$ cat src/wbps_pkg.sv
package wbps_pkg;

	localparam int PATTERN_MAX_DEF = 64;
	localparam int PATTERN_MAX_CAP = 4096;

	localparam int BYTE_W  = 8;
	localparam int ADDR_W  = 48;
	localparam int CNT_W   = 9;
	localparam int LIMIT_W = 9;

	localparam logic [LIMIT_W-1:0] LIMIT_RESET = LIMIT_W'(32);
	localparam logic [LIMIT_W-1:0] LIMIT_CAP   = LIMIT_W'(256);

	localparam int APB_AW = 2;
	localparam int APB_DW = 32;
	localparam logic [APB_AW-1:0] REG_MATCH_LIMIT = APB_AW'(0);

	typedef enum logic {
		REQ_LOAD = 1'b0,
		REQ_SCAN = 1'b1
	} req_type_t;

	typedef struct packed {
		logic scan;
		logic load;
		logic restart;
	} cell_ctrl_t;

endpackage

$ cat src/wbps_if.sv
interface wbps_req_if;
	import wbps_pkg::*;

	logic              valid;
	logic              ready;
	logic              req_type;
	logic [BYTE_W-1:0] entry_value;
	logic              entry_wildcard;
	logic              entry_first;
	logic [BYTE_W-1:0] mem_byte;
	logic [ADDR_W-1:0] mem_address;
	logic              region_head;

	modport source (
		output valid, req_type, entry_value, entry_wildcard, entry_first,
		       mem_byte, mem_address, region_head,
		input  ready
	);
	modport sink (
		input  valid, req_type, entry_value, entry_wildcard, entry_first,
		       mem_byte, mem_address, region_head,
		output ready
	);
endinterface

interface wbps_rsp_if;
	import wbps_pkg::*;

	logic              valid;
	logic              ready;
	logic              match;
	logic [ADDR_W-1:0] match_address;
	logic [CNT_W-1:0]  matches_found;
	logic              limit_reached;
	logic              pattern_overflow;

	modport source (
		output valid, match, match_address, matches_found, limit_reached,
		       pattern_overflow,
		input  ready
	);
	modport sink (
		input  valid, match, match_address, matches_found, limit_reached,
		       pattern_overflow,
		output ready
	);
endinterface

$ cat src/wbps_cell.sv
module wbps_cell (
	input  logic                      clk,
	input  logic                      arst_n,
	input  wbps_pkg::cell_ctrl_t      ctrl,
	input  logic [wbps_pkg::BYTE_W-1:0] scan_byte,
	input  logic                      wr_en,
	input  logic [wbps_pkg::BYTE_W-1:0] wr_value,
	input  logic                      wr_wild,
	input  logic                      link_in,
	input  logic                      next_active,
	output logic                      active,
	output logic                      pm,
	output logic                      hit
);
	import wbps_pkg::*;

	logic [BYTE_W-1:0] value_q;
	logic              wild_q;
	logic              active_q;
	logic              pm_q;
	logic              pm_next;

	// cell is in the pattern and the new byte fits its entry
	assign pm_next = link_in & active_q & (wild_q | (value_q == scan_byte));
	// last active cell closes a full match
	assign hit     = pm_next & active_q & ~next_active;
	assign active  = active_q;
	assign pm      = pm_q;

	always_ff @(posedge clk) begin
		if (wr_en) begin
			value_q <= wr_value;
			wild_q  <= wr_wild;
		end
	end

	always_ff @(posedge clk or negedge arst_n) begin
		if (!arst_n) begin
			active_q <= 1'b0;
			pm_q     <= 1'b0;
		end else if (ctrl.load) begin
			active_q <= ctrl.restart ? wr_en : (active_q | wr_en);
			pm_q     <= 1'b0;
		end else if (ctrl.scan) begin
			pm_q <= pm_next;
		end
	end

endmodule

$ cat src/wildcard_byte_pattern_scanner.sv
// The result is registered and appears in the cycle after the request is accepted.
// Throughput: one request per cycle; each byte updates the whole cell row at
// once and the result sits in a single output register, so the only
// stall is a result not yet taken.
// Reset (arst_n low): pattern empty, partial matches, count and overflow
// cleared, match_limit back to 32; pattern bytes stay unknown until loaded.
module wildcard_byte_pattern_scanner #(
	parameter int PATTERN_MAX = wbps_pkg::PATTERN_MAX_DEF
) (
	input  logic                        clk,
	input  logic                        arst_n,
	wbps_req_if.sink                    request,
	wbps_rsp_if.source                  result,
	input  logic                        psel,
	input  logic                        penable,
	input  logic                        pwrite,
	input  logic [wbps_pkg::APB_AW-1:0] paddr,
	input  logic [wbps_pkg::APB_DW-1:0] pwdata,
	output logic [wbps_pkg::APB_DW-1:0] prdata,
	output logic                        pready
);
	import wbps_pkg::*;

	localparam int LEN_W = $clog2(PATTERN_MAX + 1);
	localparam int IDX_W = (PATTERN_MAX > 1) ? $clog2(PATTERN_MAX) : 1;

	logic [LIMIT_W-1:0] limit_q;
	logic [LIMIT_W-1:0] eff_limit;
	logic [LEN_W-1:0]   len_q;
	logic [CNT_W-1:0]   count_q;
	logic               overflow_q;

	logic               accept;
	logic               is_load;
	logic               is_scan;
	logic               pat_full;
	logic               do_write;
	logic [IDX_W-1:0]   wr_idx;
	cell_ctrl_t         ctrl;

	logic [PATTERN_MAX-1:0] wr_sel;
	logic [PATTERN_MAX-1:0] link;
	logic [PATTERN_MAX-1:0] next_act;
	logic [PATTERN_MAX-1:0] act;
	logic [PATTERN_MAX-1:0] pm;
	logic [PATTERN_MAX-1:0] hit_vec;

	logic               full_any;
	logic               hit;
	logic [CNT_W-1:0]   count_next;
	logic               overflow_next;
	logic [LEN_W-1:0]   len_next;
	logic [ADDR_W-1:0]  start_addr;

	logic               valid_q;
	logic               match_q;
	logic [ADDR_W-1:0]  addr_q;
	logic [CNT_W-1:0]   found_q;
	logic               reached_q;
	logic               ovf_q;

	// configuration port
	assign pready = 1'b1;
	assign prdata = (paddr == REG_MATCH_LIMIT) ? APB_DW'(limit_q) : '0;

	always_ff @(posedge clk or negedge arst_n) begin
		if (!arst_n) begin
			limit_q <= LIMIT_RESET;
		end else if (psel && penable && pwrite && paddr == REG_MATCH_LIMIT) begin
			limit_q <= pwdata[LIMIT_W-1:0];
		end
	end

	always_comb begin
		priority if (limit_q == '0)
			eff_limit = LIMIT_W'(1);
		else if (limit_q > LIMIT_CAP)
			eff_limit = LIMIT_CAP;
		else
			eff_limit = limit_q;
	end

	// request handshake
	assign request.ready = ~valid_q | result.ready;
	assign accept        = request.valid & request.ready;
	assign is_load       = accept & (request.req_type == REQ_LOAD);
	assign is_scan       = accept & (request.req_type == REQ_SCAN);

	assign pat_full = ~request.entry_first & (len_q == LEN_W'(PATTERN_MAX));
	assign do_write = is_load & ~pat_full;
	assign wr_idx   = request.entry_first ? '0 : len_q[IDX_W-1:0];

	assign ctrl.scan    = is_scan;
	assign ctrl.load    = is_load;
	assign ctrl.restart = request.entry_first;

	// cell row: bit i advances from bit i-1, the head always enters
	genvar gi;
	generate
		for (gi = 0; gi < PATTERN_MAX; gi++) begin : g_cell
			assign wr_sel[gi] = do_write & (wr_idx == IDX_W'(gi));
			if (gi == 0) begin : g_head
				assign link[gi] = 1'b1;
			end else begin : g_body
				assign link[gi] = pm[gi-1] & ~request.region_head;
			end
			if (gi == PATTERN_MAX - 1) begin : g_tail
				assign next_act[gi] = 1'b0;
			end else begin : g_mid
				assign next_act[gi] = act[gi+1];
			end

			wbps_cell u_cell (
				.clk        (clk),
				.arst_n     (arst_n),
				.ctrl       (ctrl),
				.scan_byte  (request.mem_byte),
				.wr_en      (wr_sel[gi]),
				.wr_value   (request.entry_value),
				.wr_wild    (request.entry_wildcard),
				.link_in    (link[gi]),
				.next_active(next_act[gi]),
				.active     (act[gi]),
				.pm         (pm[gi]),
				.hit        (hit_vec[gi])
			);
		end
	endgenerate

	assign full_any   = |hit_vec;
	assign hit        = is_scan & full_any & (count_q < eff_limit);
	assign start_addr = request.mem_address - ADDR_W'(len_q) + ADDR_W'(1);

	always_comb begin
		count_next    = count_q;
		overflow_next = overflow_q;
		len_next      = len_q;
		if (is_load) begin
			if (request.entry_first) begin
				count_next    = '0;
				overflow_next = 1'b0;
				len_next      = LEN_W'(1);
			end else if (pat_full) begin
				overflow_next = 1'b1;
			end else begin
				len_next = len_q + LEN_W'(1);
			end
		end else if (hit) begin
			count_next = count_q + CNT_W'(1);
		end
	end

	always_ff @(posedge clk or negedge arst_n) begin
		if (!arst_n) begin
			len_q      <= '0;
			count_q    <= '0;
			overflow_q <= 1'b0;
			valid_q    <= 1'b0;
		end else begin
			if (accept) begin
				len_q      <= len_next;
				count_q    <= count_next;
				overflow_q <= overflow_next;
				valid_q    <= 1'b1;
			end else if (result.ready) begin
				valid_q <= 1'b0;
			end
		end
	end

	always_ff @(posedge clk) begin
		if (accept) begin
			match_q   <= hit;
			addr_q    <= hit ? start_addr : '0;
			found_q   <= count_next;
			reached_q <= (count_next >= eff_limit);
			ovf_q     <= overflow_next;
		end
	end

	assign result.valid            = valid_q;
	assign result.match            = match_q;
	assign result.match_address    = addr_q;
	assign result.matches_found    = found_q;
	assign result.limit_reached    = reached_q;
	assign result.pattern_overflow = ovf_q;

endmodule

$ cat src/flat_wrapper.sv
// flat-port wrapper written by rule: the top's interface ports become plain ports
module wildcard_byte_pattern_scanner_flat import wbps_pkg::*;
#(
	parameter int PATTERN_MAX = wbps_pkg::PATTERN_MAX_DEF
)
  (clk, arst_n, psel, penable, pwrite, paddr, pwdata, prdata, pready, request_valid, request_req_type, request_entry_value, request_entry_wildcard, request_entry_first, request_mem_byte, request_mem_address, request_region_head, request_ready, result_valid, result_match, result_match_address, result_matches_found, result_limit_reached, result_pattern_overflow, result_ready);
  wbps_req_if request_i ();
  wbps_rsp_if result_i ();
  input  logic clk;
  input  logic arst_n;
  input  logic psel;
  input  logic penable;
  input  logic pwrite;
  input  logic [wbps_pkg::APB_AW-1:0] paddr;
  input  logic [wbps_pkg::APB_DW-1:0] pwdata;
  output logic [wbps_pkg::APB_DW-1:0] prdata;
  output logic pready;
  input wire logic [$bits(request_i.valid)-1:0] request_valid;
  input wire logic [$bits(request_i.req_type)-1:0] request_req_type;
  input wire logic [$bits(request_i.entry_value)-1:0] request_entry_value;
  input wire logic [$bits(request_i.entry_wildcard)-1:0] request_entry_wildcard;
  input wire logic [$bits(request_i.entry_first)-1:0] request_entry_first;
  input wire logic [$bits(request_i.mem_byte)-1:0] request_mem_byte;
  input wire logic [$bits(request_i.mem_address)-1:0] request_mem_address;
  input wire logic [$bits(request_i.region_head)-1:0] request_region_head;
  output wire logic [$bits(request_i.ready)-1:0] request_ready;
  output wire logic [$bits(result_i.valid)-1:0] result_valid;
  output wire logic [$bits(result_i.match)-1:0] result_match;
  output wire logic [$bits(result_i.match_address)-1:0] result_match_address;
  output wire logic [$bits(result_i.matches_found)-1:0] result_matches_found;
  output wire logic [$bits(result_i.limit_reached)-1:0] result_limit_reached;
  output wire logic [$bits(result_i.pattern_overflow)-1:0] result_pattern_overflow;
  input wire logic [$bits(result_i.ready)-1:0] result_ready;
  assign request_i.valid = request_valid;
  assign request_i.req_type = request_req_type;
  assign request_i.entry_value = request_entry_value;
  assign request_i.entry_wildcard = request_entry_wildcard;
  assign request_i.entry_first = request_entry_first;
  assign request_i.mem_byte = request_mem_byte;
  assign request_i.mem_address = request_mem_address;
  assign request_i.region_head = request_region_head;
  assign request_ready = request_i.ready;
  assign result_valid = result_i.valid;
  assign result_match = result_i.match;
  assign result_match_address = result_i.match_address;
  assign result_matches_found = result_i.matches_found;
  assign result_limit_reached = result_i.limit_reached;
  assign result_pattern_overflow = result_i.pattern_overflow;
  assign result_i.ready = result_ready;
  wildcard_byte_pattern_scanner #(.PATTERN_MAX(PATTERN_MAX)) u_core (.clk(clk), .arst_n(arst_n), .request(request_i), .result(result_i), .psel(psel), .penable(penable), .pwrite(pwrite), .paddr(paddr), .pwdata(pwdata), .prdata(prdata), .pready(pready));
endmodule
$ cat config.mk
export PLATFORM = sky130hd
export DESIGN_NAME = wildcard_byte_pattern_scanner_flat
export DESIGN_NICKNAME = d
export VERILOG_FILES = /design/src/wbps_pkg.sv /design/src/wbps_if.sv /design/src/wbps_cell.sv /design/src/wildcard_byte_pattern_scanner.sv /design/src/flat_wrapper.sv
export SDC_FILE = /design/constraint.sdc
export NUM_CORES = 1
export LEC_CHECK = 0
export BUFFER_PORTS_ARGS = -buffer_cell sky130_fd_sc_hd__buf_2
export CAP_MARGIN = 20
export CELL_PAD_IN_SITES_DETAIL_PLACEMENT = 1
export CELL_PAD_IN_SITES_GLOBAL_PLACEMENT = 2
export CORE_ASPECT_RATIO = 0.7
export CORE_MARGIN = 1.5
export CORE_UTILIZATION = 47
export CTS_CLUSTER_SIZE = 25
export DETAILED_ROUTE_END_ITERATION = 6
export HOLD_SLACK_MARGIN = 0.05
export PLACE_DENSITY_LB_ADDON = 0.1
export SKIP_CTS_REPAIR_TIMING = 1
export SLEW_MARGIN = 20
export SYNTH_ARGS = -nofsm -noshare
export SYNTH_HDL_FRONTEND = slang
export SYNTH_SLANG_ARGS = --single-unit
$ cat constraint.sdc
create_clock -name clk -period 12.3 [get_ports clk]
set_input_delay 1.845 -clock clk [delete_from_list [all_inputs] [get_ports clk]]
set_output_delay 1.845 -clock clk [all_outputs]
set_load 0.05 [all_outputs]
==> flow_metrics.py <==
metrics = {
    "layout": {
        "final_util_pct": 53.31,
        "fillCellCount": 7469,
        "layout.nets": 2999,
        "antenna_cells": 0,
        "drive_above_1_share_pct": 11.48,
        "syn_to_final_growth_pct": 12.09,
        "design_area_mm2": 0.04012,
    },
    "yosys": {
        "ys_ff_latch": 790,
        "synth_top_area_cell": "edfxtp_1",
        "ys.flop_type": "edfxtp_1",
        "ys_types": 67,
        "ys_seq_area_share_pct": 64.14,
        "ys_warn_count": 0,
        "syn_area_mm2": 0.03579,
        "netlist_instances": 2653,
        "async_flop_share_pct": 19.49,
        "synth-edff-count": 636,
        "synth_top_area_share_pct": 53.37,
        "synth_area_leaders": "edfxtp_1 (53%), xor2_1 (13%), dfrtp_1 (11%)",
        "postSynthAreaPerCell_um2": 13.49,
    },
    "worst_setup_path": {
        "reg2reg_to": "u_core.result.limit_reached$_DFFE_PP_",
        "crit_path_max_fanout": 64,
        "worstPathRequired_ps": 12690,
        "r2r-start": "u_core.g_cell[46].u_cell.value_q[7]$_DFFE_PP_",
        "startpoint_type": "input port",
        "regToRegSetupSlack_ps": 6660,
        "worst-r2r-cell-count": 22,
        "startpoint": "request_mem_byte[7]",
        "worst_setup_path_end_kind": "register",
        "cp.arrival_ps": 8040,
        "crit_type": "input port to register",
    },
    "global_routing": {
        "grt_pass1_wl_um": 149200,
        "grt_pass1_vias": 23440,
        "gr-total-overflow": 0,
        "grt_start_max_net_pins": 96,
        "grt_use_total_pct": 25.95,
        "antenna_found_initial": 1,
    },
    "die": {
        "die-area_mm2": 0.07784,
        "start_util_pct": 47.56,
        "core_mm2": 0.07525,
        "chipWidth_um": 332.8,
        "pin_count": 204,
        "die_h_um": 233.9,
        "row_count": 84,
    },
    "clocking": {
        "cts_tree": "done",
        "clk_pin_slew_worst_paths_ps": 60,
        "cts_buffer_depth": 3,
        "cts.sinks": 790,
        "cts_inserted_buffers": 80,
        "htreeDepth": 3,
        "clk_latency_ps": 660,
        "cts_root_buffer": "clkbuf_16",
    },
    "power_and_ir_drop": {
        "p_leak_uw": 0.01585,
        "powerDensity_mw_per_mm2": 152.0,
        "peakVddDrop_uv": 146.1,
    },
    "run_status": {
        "outcome": "completed",
    },
    "detailed_routing": {
        "drt-vias-per-instance": 5.742,
        "drt.antenna.violating_nets": 0,
        "wl_um": 100400,
        "post-route-drc-count": 0,
        "dr.pass1.iters": 5,
        "wl_per_cell_um": 25.92,
        "drt-initial-drc-count": 1754,
        "vias": 22240,
    },
    "min_path": {
        "min-delay-start": "u_core.g_cell[53].u_cell.pm$_DFFE_PN0P_",
        "min_path_cells": 2,
        "hold_path_end": "u_core.g_cell[53].u_cell.pm$_DFFE_PN0P_",
        "min_path_type": "register to register",
    },
    "place": {
        "dpl_cell_area_mm2": 0.03742,
        "port_buffers": 156,
        "hpwl_um": 59370,
        "dp_slack_ps": 3898,
        "gp_congestion": 0.7918,
    },
    "timing": {
        "max_slew.worst_pin.slew_ps": 1109,
        "setup_viol_count_final": 0,
        "finalClockSkew_ps": 30.42,
        "slew_headroom_pct": 26.07,
        "hold_ws_ps": 477.4,
        "slew_viol_final": 0,
        "worst_slack_ps": 4647,
        "fmaxAchievable_mhz": 130.7,
        "period_share_pct": 62.22,
        "fin_crit_ps": 7653,
        "rsz0062_at_grt": "no",
        "tns_ps": 0,
        "timing_hold_violations_final": 0,
    },
    "job": {
        "drv_cap": 0,
    },
}
[power breakdown]
part           leakage, uW  internal (uW)  switching, uW
Sequential         0.00789           2940           40.9
Clock              0.00131           1440           1060
Combinational      0.00665            194            426
[synth_stat cells, types with 4 or more instances]
master    instances
a211oi_1          5
a21o_1          103
a21oi_1         119
a22o_1            4
a31oi_1           5
and2_1           45
and3_1           19
and4_1            8
buf_2            11
buf_4            71
clkbuf_1         48
dfrtp_1         153
edfxtp_1        636
ha_1             73
inv_1            66
mux2_2            9
mux2i_1          21
nand2_1         188
nand2b_1         15
nand3_1          18
nand4_1          15
nor2_1           99
nor2b_1          11
nor3_1           74
nor4_1          142
o21a_1            5
o21ai_0          24
o21bai_1          5
o41ai_1          60
xnor2_1          32
xor2_1          517
[cell usage in the layout (no fill, tap or decap), types with 7 or more instances in the layout]
| cell | n |
|---|---|
| a21o_1 | 103 |
| a21oi_1 | 119 |
| and2_1 | 45 |
| and3_1 | 19 |
| and4_1 | 8 |
| buf_2 | 147 |
| buf_4 | 39 |
| bufinv_16 | 7 |
| clkbuf_1 | 22 |
| clkbuf_16 | 82 |
| clkbuf_8 | 10 |
| clkinv_1 | 11 |
| clkinv_2 | 13 |
| conb_1 | 24 |
| dfrtp_1 | 153 |
| edfxtp_1 | 636 |
| ha_1 | 73 |
| inv_1 | 65 |
| mux2_2 | 9 |
| mux2i_1 | 21 |
| nand2_1 | 185 |
| nand2b_1 | 15 |
| nand3_1 | 18 |
| nand4_1 | 15 |
| nor2_1 | 99 |
| nor2b_1 | 11 |
| nor3_1 | 74 |
| nor4_1 | 142 |
| o21ai_0 | 24 |
| o41ai_1 | 60 |
| xnor2_1 | 32 |
| xor2_1 | 517 |
[metal layers]
metal / up-vias / part of all wire [%] / track usage [%] / wire (um)
li1: 9935 / - / - / -
met1: 11630 / 47 / 37.23 / 47120
met2: 536 / 46 / 41.43 / 45970
met3: 134 / 5.3 / 4.317 / 5288
met4: 2 / 2.0 / 6.293 / 1987
met5: - / 0.013 / 0 / 13
[cell type report]
cell class	instances	area (um2)	area share [%]
Clock buffer	114	2272	5.664
Clock inverter	36	394.1	0.9825
Inverter	67	251.5	0.6269
Multi-Input combinational cell	1687	11900	29.66
Sequential cell	790	22950	57.22
Tap cell	989	1237	3.085
Timing Repair Buffer	190	1107	2.760
[state kept, by name, summed over array words and instances, names as in the netlist]
signal	flops
u_core.g_cell.u_cell.value_q	512
u_core.g_cell.u_cell.active	64
u_core.g_cell.u_cell.wild_q	64
u_core.g_cell.u_cell.pm	63
u_core.result.match_address	48
u_core.count_q	9
u_core.limit_q	9
u_core.result.matches_found	9
u_core.len_q	7
u_core.overflow_q	1
u_core.result.limit_reached	1
u_core.result.match	1
u_core.result.pattern_overflow	1
u_core.result.valid	1
[cell families (layout without fill, tap and decap cells)]
group           Yosys count  in the layout  synth area share [%]
compound gates          361            361                 6.887
xor+xnor                549            549                 13.44
fa+ha+maj                74             74                 2.608
buf+inv                 198            407                 2.881
flops                   790            790                 64.14
mux                      30             30                0.8705
other cells               2             24               0.02098
simple gates            649            649                 9.160
[worst max path at each step]
stage                                                  endpoint  slack, ps  cells past startpoint
after floorplan           u_core.result.limit_reached$_DFFE_PP_       5240                     20
after global placement    u_core.result.limit_reached$_DFFE_PP_       4000                     24
after detailed placement  u_core.result.limit_reached$_DFFE_PP_       3900                     24
after CTS                 u_core.result.limit_reached$_DFFE_PP_       4550                     24
after global routing      u_core.result.limit_reached$_DFFE_PP_       4350                     24
final                     u_core.result.limit_reached$_DFFE_PP_       4650                     24
[through the flow]
| stage | total power [uW] | cells |
|---|---|---|
| final | 6098 | 3873 |
| after global routing | 6296 | 3873 |
| after CTS | 6145 | 3872 |
| after detailed placement | 3656 | 3722 |
| after global placement | 3634 | 3722 |
| after floorplan | 3441 | 2675 |
[critical path: stages]
cell	delay [ps]
buf_4	660
buf_4	560
xor2_1	200
nor4_1	70
a21oi_1	290
nor3_1	130
nor4_1	640
nand4_1	250
nor4_2	830
o21ai_4	90
buf_4	330
mux2i_1	290
inv_1	70
ha_1	260
nand2b_1	140
a21o_1	180
a21o_1	180
a21o_1	180
a21o_1	180
a21o_1	180
a21oi_1	150
nor2b_1	60
o21ai_0	140
nand2b_1	70
No activity file was read; power rests on OpenSTA's default activity.
